<file path="src/look_at_view_matrix_macros.svh">
// Assertion helpers used by the look-at view matrix RTL.
// Every use expects clk_i and rst_ni in scope.
`ifndef LOOK_AT_VIEW_MATRIX_MACROS_SVH
`define LOOK_AT_VIEW_MATRIX_MACROS_SVH

// Same-cycle implication, checked outside reset.
`define LAV_ASSERT_IMP(lbl, ante, cons, msg) \
  lbl: assert property (@(posedge clk_i) disable iff (!rst_ni) (ante) |-> (cons)) \
    else $error(msg);

// Next-cycle implication, checked outside reset.
`define LAV_ASSERT_NXT(lbl, ante, cons, msg) \
  lbl: assert property (@(posedge clk_i) disable iff (!rst_ni) (ante) |=> (cons)) \
    else $error(msg);

`endif

</file>
<file path="src/lav_dly.sv">
module lav_dly #(
  parameter int W = 32,
  parameter int D = 3
) (
  input  logic         clk_i,
  input  logic         en_i,
  input  logic [W-1:0] d_i,
  output logic [W-1:0] q_o
);

  logic [W-1:0] sr_q [D];

  // Shift line that moves only when the pipeline advances.
  always_ff @(posedge clk_i) begin
    if (en_i) begin
      sr_q[0] <= d_i;
      for (int k = 1; k < D; k++) begin
        sr_q[k] <= sr_q[k-1];
      end
    end
  end

  assign q_o = sr_q[D-1];

endmodule

</file>
<file path="config.mk">
export PLATFORM = sky130hd
export DESIGN_NAME = lav_dly
export DESIGN_NICKNAME = d
export VERILOG_FILES = /design/src/look_at_view_matrix_macros.svh /design/src/lav_dly.sv
export SDC_FILE = /design/constraint.sdc
export NUM_CORES = 1
export LEC_CHECK = 0
export BUFFER_PORTS_ARGS = -buffer_cell sky130_fd_sc_hd__clkbuf_2
export CORE_AREA = 2 2 87 89
export DETAILED_ROUTE_END_ITERATION = 10
export DIE_AREA = 0 0 89 91
export GPL_TIMING_DRIVEN = 0
export PLACE_DENSITY_LB_ADDON = 0.12
export SLEW_MARGIN = 20
export SYNTH_ARGS = -nofsm -noshare
export SYNTH_HDL_FRONTEND = slang
export SYNTH_SLANG_ARGS = --single-unit
</file>
<file path="constraint.sdc">
create_clock -name clk_i -period 1.2 [get_ports clk_i]
set_input_delay 0.06 -clock clk_i [delete_from_list [all_inputs] [get_ports clk_i]]
set_output_delay 0.06 -clock clk_i [all_outputs]
set_load 0.03 [all_outputs]
</file>
# Word-level counts from Yosys, hierarchy flattened
# Memory sizes are Yosys's and may differ from the RTL's.
# Cells that the tools add are included.
[op_classes]
multipliers = 0
magnitude_cmp = 0
shifts = 0
mux = 2
addsub = 0
div_mod_pow = 0
n_eq_ne = 0
n_bitwise = 0
reduce_logical = 0
[ops]
columns = ["cell", "count"]
rows = [
  ["1-bit 2-to-1 mux", 2],
]
[totals]
regBits = 0
ram_bits = 96
mem_bits_ro = 0
in_bits = 34
output_inout_bits = 32
latchBits = 0
mem_count = 1
[memory_table]
columns = ["name", "depth", "width", "rd", "rd_ports_with_merged_regs", "write_ports", "line_no", "source"]
rows = [
  ["sr_q", 3, 32, 3, 0, 3, "lav_dly.sv:11", "logic [W-1:0] sr_q [D];"],
]

# Logic depth before layout (Yosys ltp)
# Gate-level depths: netlist (run 1).
[logic_depth]
ltp_word = 2
ltp_mapped = 1
ltp_nobuf = 0

# Least setup slack after synthesis (run 1)
# No wires, ideal clock.
[synth_path]
path_type = "reg2reg"
start = "memory sr_q[0][0]"
end = "memory sr_q[1][0], in the netlist sr_q[0][32], data pin"
slack_ps = 611
t_arrival_ps = 323
setup_time_ps = 266
synth_period_minus_slack_ps = 589
stages_incl_launch_ff = 1
t_required_ps = 934
path_buffers = 0
path_cell_list = "edfxtp_1"
[synth_rtl]
columns = ["item", "line_no"]
rows = [
  ["start: declaration", "lav_dly.sv:11"],
]

==> results.sh, run 1 <==
export IMPL_status="complete, no violations"
export IMPL_grt_max_degree=97
export IMPL_max_cap_viol_count=0
export IMPL_synthCells=128
export IMPL_cts_buffer_depth=2
export IMPL_setup_tns_ns=0
export IMPL_top_regs="sr_q (96)"
export IMPL_peakVddDrop_mv=0.766
export IMPL_num_rows=31
export IMPL_num_fill_cells=588
export IMPL_slowest_stage="edfxtp_1"
export IMPL_worst_slew_pin_slew_ns=0.717
export IMPL_combPwrFrac=0.073
export IMPL_cts_tree="built"
export IMPL_worstSetupPathType="flop to output port"
export IMPL_mostFrequentLayoutCells="edfxtp_1, clkbuf_2, buf_4, dlygate4sd3_1, clkbuf_8"
export IMPL_synth_top_area_frac=0.923
export IMPL_antenna_cells=0
export IMPL_synth_seq_cells=96
export IMPL_place_area_um2=3580
export IMPL_root_buffer="clkbuf_8"
export IMPL_path_clk_slew_ns=0.08
export IMPL_worstSkewPairLatency_ns=0.33
export IMPL_final_common_cell="edfxtp_1"
export IMPL_grt_ovfl_total=0
export IMPL_fmax_ghz=0.911
export IMPL_nets=270
export IMPL_seq_area_um2=2880
export IMPL_multi_input_area_um2=0
export IMPL_largest_reg_flops=96
export IMPL_initial_core_util=0.438
export IMPL_grt_first_pass_wirelength_um=6020
export IMPL_dr_pass1_iters=3
export IMPL_portBuffers=65
export IMPL_postRouteAntennaNets=0
export IMPL_die_w_um=89
export IMPL_synth_avg_cell_area_um2=24.4
export IMPL_area_delta_synth_final_pct=30.9
export IMPL_vias_per_cell=4.09
export IMPL_p_seq_frac=0.624
export IMPL_worst_setup_path_start_kind="flop"
export IMPL_h_tree_depth=3
export IMPL_wl_per_cell_um=11.2
export IMPL_leakage_uw=0.00159
export IMPL_hold_viol=0
export IMPL_holdCritPathClass="primary input to flop"
export IMPL_dr_total_vias=1391
export IMPL_p_clk_frac=0.302
export IMPL_internal_power_uw=5120
export IMPL_p_per_area_nw_per_um2=1570
export IMPL_post_route_drc_count=0
export IMPL_fin_skew_ns=0.00736
export IMPL_path_max_fanout=1
export IMPL_power_switching_share=0.204
export IMPL_ys_types=2
export IMPL_slew_headroom=0.522
export IMPL_first_global_vias=1383
export IMPL_io_pins=66
export IMPL_maxSlewViolCount=0
export IMPL_fin_crit_ns=1.10
export IMPL_antenna_found_initial=0
export IMPL_setup_viol=0
export IMPL_largest_register="sr_q"
export IMPL_netlist_area_um2=3120
export IMPL_wirelength_um=3810
export IMPL_place_congestion=0.638
export IMPL_fin_crit_sh=0.914
export IMPL_grt_use_total=0.101
export IMPL_cp_cell_sequence="buf_4 > clkbuf_2"
export IMPL_switchingPower_uw=1310
export IMPL_drt_iter0_markers=67
export IMPL_die_h_um=91
export IMPL_yosysTopAreaCell="edfxtp_1"
export IMPL_end_kind="output port"
export IMPL_arrival_ns=1.04
export IMPL_rsz0062_at_grt="false"
export IMPL_yosys_top_cells_area="edfxtp_1, buf_4"
export IMPL_ys_warn_count=0
export IMPL_cp_required_ns=1.14
export IMPL_multi_input_gates=0
export IMPL_dieArea_um2=8100
export IMPL_yosysSeqAreaShare=0.923
export IMPL_dp_hpwl_um=2090
export IMPL_cp_slowest_stage_delay_ns=0.40
export IMPL_cts_buffers=9
export IMPL_numClockSinks=96
export IMPL_synthesis_nets=162
export IMPL_drive_above_1_share=0.452
export IMPL_stdcell_area_um2=4090
export IMPL_design_core_area_um2=7140
==> worst paths after layout <==
path         slack, ns  cells past startpoint             startpoint                     to
max               0.10                      2  sr_q[0][84]$_DFFE_PP_                q_o[20]
min               0.42                      1                   en_i   sr_q[0][5]$_DFFE_PP_
max reg2reg       0.56                      0  sr_q[0][55]$_DFFE_PP_  sr_q[0][87]$_DFFE_PP_
min reg2reg       0.42                      0  sr_q[0][27]$_DFFE_PP_  sr_q[0][59]$_DFFE_PP_
==> cell type report <==
cell class / count / share of cell area
Buffer: 32 / 0.0588
Clock buffer: 9 / 0.0303
Clock inverter: 7 / 0.0153
Sequential cell: 96 / 0.705
Tap cell: 99 / 0.0303
Timing Repair Buffer: 97 / 0.160
==> cells in the mapped netlist <==
library cell,count
edfxtp_1,96
buf_4,32
==> power groups by stage <==
| stage | Sequential (uW) | Clock (uW) | Combinational (uW) |
|---|---|---|---|
| final | 4010 | 1940 | 470 |
| after global routing | 4040 | 2160 | 504 |
| after CTS | 4020 | 2010 | 477 |
| after detailed placement | 4090 | 0 | 394 |
| after global placement | 4090 | 0 | 385 |
| after floorplan | 4070 | 0 | 223 |
==> critical path, delay by kind of cell (launching register included) <==
kind | cells | cell delay, ns
buffers and inverters | 2 | 0.31
flip-flops | 1 | 0.40
==> cell families (layout without fill, tap and decap cells) <==
family / count (synthesis) / after routing / synth area share
DFF: 96 / 96 / 0.923
buffers and inverters: 32 / 145 / 0.0769
==> layer usage <==
| layer | vias up | track usage | wire, um | share of wire |
|---|---|---|---|---|
| met1 | 675 | 0.116 | 1520 | 0.40 |
| met2 | 41 | 0.167 | 2020 | 0.53 |
| met3 | 7 | 0.0345 | 209 | 0.055 |
| met4 | 0 | 0.0522 | 58 | 0.015 |
| met5 | - | 0 | 0 | 0 |
| li1 | 668 | - | - | - |
==> stage by stage <==
step	utilization	power [uW]	worst slack [ns]	hold WS, ns	std cells
after floorplan	-	4290	0.611	0.159	128
after global placement	0.501	4470	-0.872	0.238	292
after global routing	0.573	6700	0.0518	0.419	340
after CTS	0.573	6510	0.0846	0.409	340
after detailed placement	0.502	4490	0.139	0.239	292
final	0.573	6430	0.103	0.417	340
==> repair_timing <==
action,in CTS,in global routing
hold buffers,32,0
gates resized for setup,0,0
hold endpoints to repair,32,0
setup buffers,0,0
No activity file was read; power rests on OpenSTA's default activity.
==> run 2, diff against run 1 <==
- REMOVE_ABC_BUFFERS: unset -> 1
==> results.sh, run 2 (synthesis results as in run 1) <==
export IMPL_maxSlewViolCount=0
export IMPL_post_route_drc_count=0
export IMPL_final_common_cell="edfxtp_1"
export IMPL_fin_crit_sh=0.833
export IMPL_numClockSinks=96
export IMPL_top_regs="sr_q (96)"
export IMPL_cp_cell_sequence="clkbuf_2"
export IMPL_path_buf_inv=1
export IMPL_die_w_um=89
export IMPL_drt_iter0_markers=55
export IMPL_dr_pass1_iters=4
export IMPL_io_pins=66
export IMPL_path_max_fanout=1
export IMPL_portBuffers=65
export IMPL_die_h_um=91
export IMPL_dieArea_um2=8100
export IMPL_wirelength_um=3700
export IMPL_cp_required_ns=1.14
export IMPL_end_kind="output port"
export IMPL_initial_core_util=0.438
export IMPL_dp_hpwl_um=2070
export IMPL_largest_reg_flops=96
export IMPL_postCtsResizedCells=0
export IMPL_multi_input_area_um2=0
export IMPL_power_uw=6580
export IMPL_wl_per_cell_um=12.0
export IMPL_leakage_uw=0.00146
export IMPL_root_buffer="clkbuf_8"
export IMPL_cts_buffer_depth=2
export IMPL_setup_viol=0
export IMPL_worst_setup_path_start_kind="flop"
export IMPL_grt_max_degree=55
export IMPL_mostFrequentLayoutCells="edfxtp_1, clkbuf_2, dlygate4sd3_1"
export IMPL_worstSetupPathType="flop to output port"
export IMPL_grt_ovfl_total=0
export IMPL_first_global_vias=1219
export IMPL_cts_tree="built"
export IMPL_arrival_ns=0.94
export IMPL_nets=239
export IMPL_cp_slowest_stage_delay_ns=0.40
export IMPL_postRouteAntennaNets=0
export IMPL_hold_viol=0
export IMPL_path_clk_slew_ns=0.08
export IMPL_multi_input_gates=0
export IMPL_h_tree_depth=3
export IMPL_grt_use_total=0.0993
export IMPL_final_util=0.546
export IMPL_cts_buffers=9
export IMPL_p_per_area_nw_per_um2=1690
export IMPL_worst_slew_pin_slew_ns=0.599
export IMPL_worstSkewPairLatency_ns=0.34
export IMPL_fmax_ghz=1.00
export IMPL_holdCritPathClass="primary input to flop"
export IMPL_dr_total_vias=1265
export IMPL_crit_family="flip-flops"
export IMPL_design_core_area_um2=7140
export IMPL_place_congestion=0.667
export IMPL_peakVddDrop_mv=0.908
export IMPL_status="complete, no violations"
export IMPL_slew_headroom=0.601
export IMPL_largest_register="sr_q"
export IMPL_fin_skew_ns=0.00500
export IMPL_grt_first_pass_wirelength_um=5820
export IMPL_area_delta_synth_final_pct=24.7
export IMPL_vias_per_cell=4.09
export IMPL_num_rows=31
export IMPL_max_cap_viol_count=0
export IMPL_rsz0062_at_grt="false"
export IMPL_slowest_stage="edfxtp_1"
export IMPL_drive_above_1_share=0.381
export IMPL_antenna_found_initial=0
export IMPL_fin_crit_ns=1.00
export IMPL_antenna_cells=0
-- run 2: timing repair --
item,in CTS,in global routing
hold buffers,32,0
buffers inserted,0,0
hold endpoints to repair,32,0
endpoints found under the setup margin,0,0
-- run 2: stage by stage --
| step | cells | setup slack, ns | hold WS, ns | TNS (ns) | area [um2] |
|---|---|---|---|---|---|
| 2_1_floorplan | 96 | 0.611 | 0.159 | 0 | 2880 |
| 3_3_place_gp | 260 | -0.851 | 0.237 | -81.24 | 3330 |
| 3_5_place_dp | 261 | -0.0686 | 0.239 | -3.58 | 3360 |
| 4_1_cts | 309 | 0.173 | 0.366 | 0 | 3890 |
| 5_1_grt | 309 | 0.132 | 0.396 | 0 | 3890 |
| 6_report | 309 | 0.200 | 0.366 | 0 | 3890 |
-- run 2: where the power goes --
part | leakage (uW) | switching (uW) | internal [uW]
Clock | 0.0000999 | 1000 | 1160
Combinational | 0.000417 | 240 | 155
Sequential | 0.000940 | 54.7 | 3960
-- run 2: worst paths after layout --
kind / start / end / slack [ns] / depth (start not counted)
min: en_i / sr_q[0][25]$_DFFE_PP_ / 0.37 / 1
max reg2reg: sr_q[0][31]$_DFFE_PP_ / sr_q[0][63]$_DFFE_PP_ / 0.56 / 0
max: sr_q[0][78]$_DFFE_PP_ / q_o[14] / 0.20 / 1
min reg2reg: sr_q[0][3]$_DFFE_PP_ / sr_q[0][35]$_DFFE_PP_ / 0.42 / 0
-- run 2: layout make-up --
cell class,count,area [um2]
fill,582,3240
sequential,96,2880
timing repair buffer,98,676
clock buffer,10,128
tap,99,124
clock inverter,6,83.8
-- run 2: per-layer routing --
layer | part of all wire | track usage
met5 | 0 | 0
met4 | 0.0081 | 0.0373
met3 | 0.080 | 0.0591
met2 | 0.48 | 0.148
met1 | 0.43 | 0.118
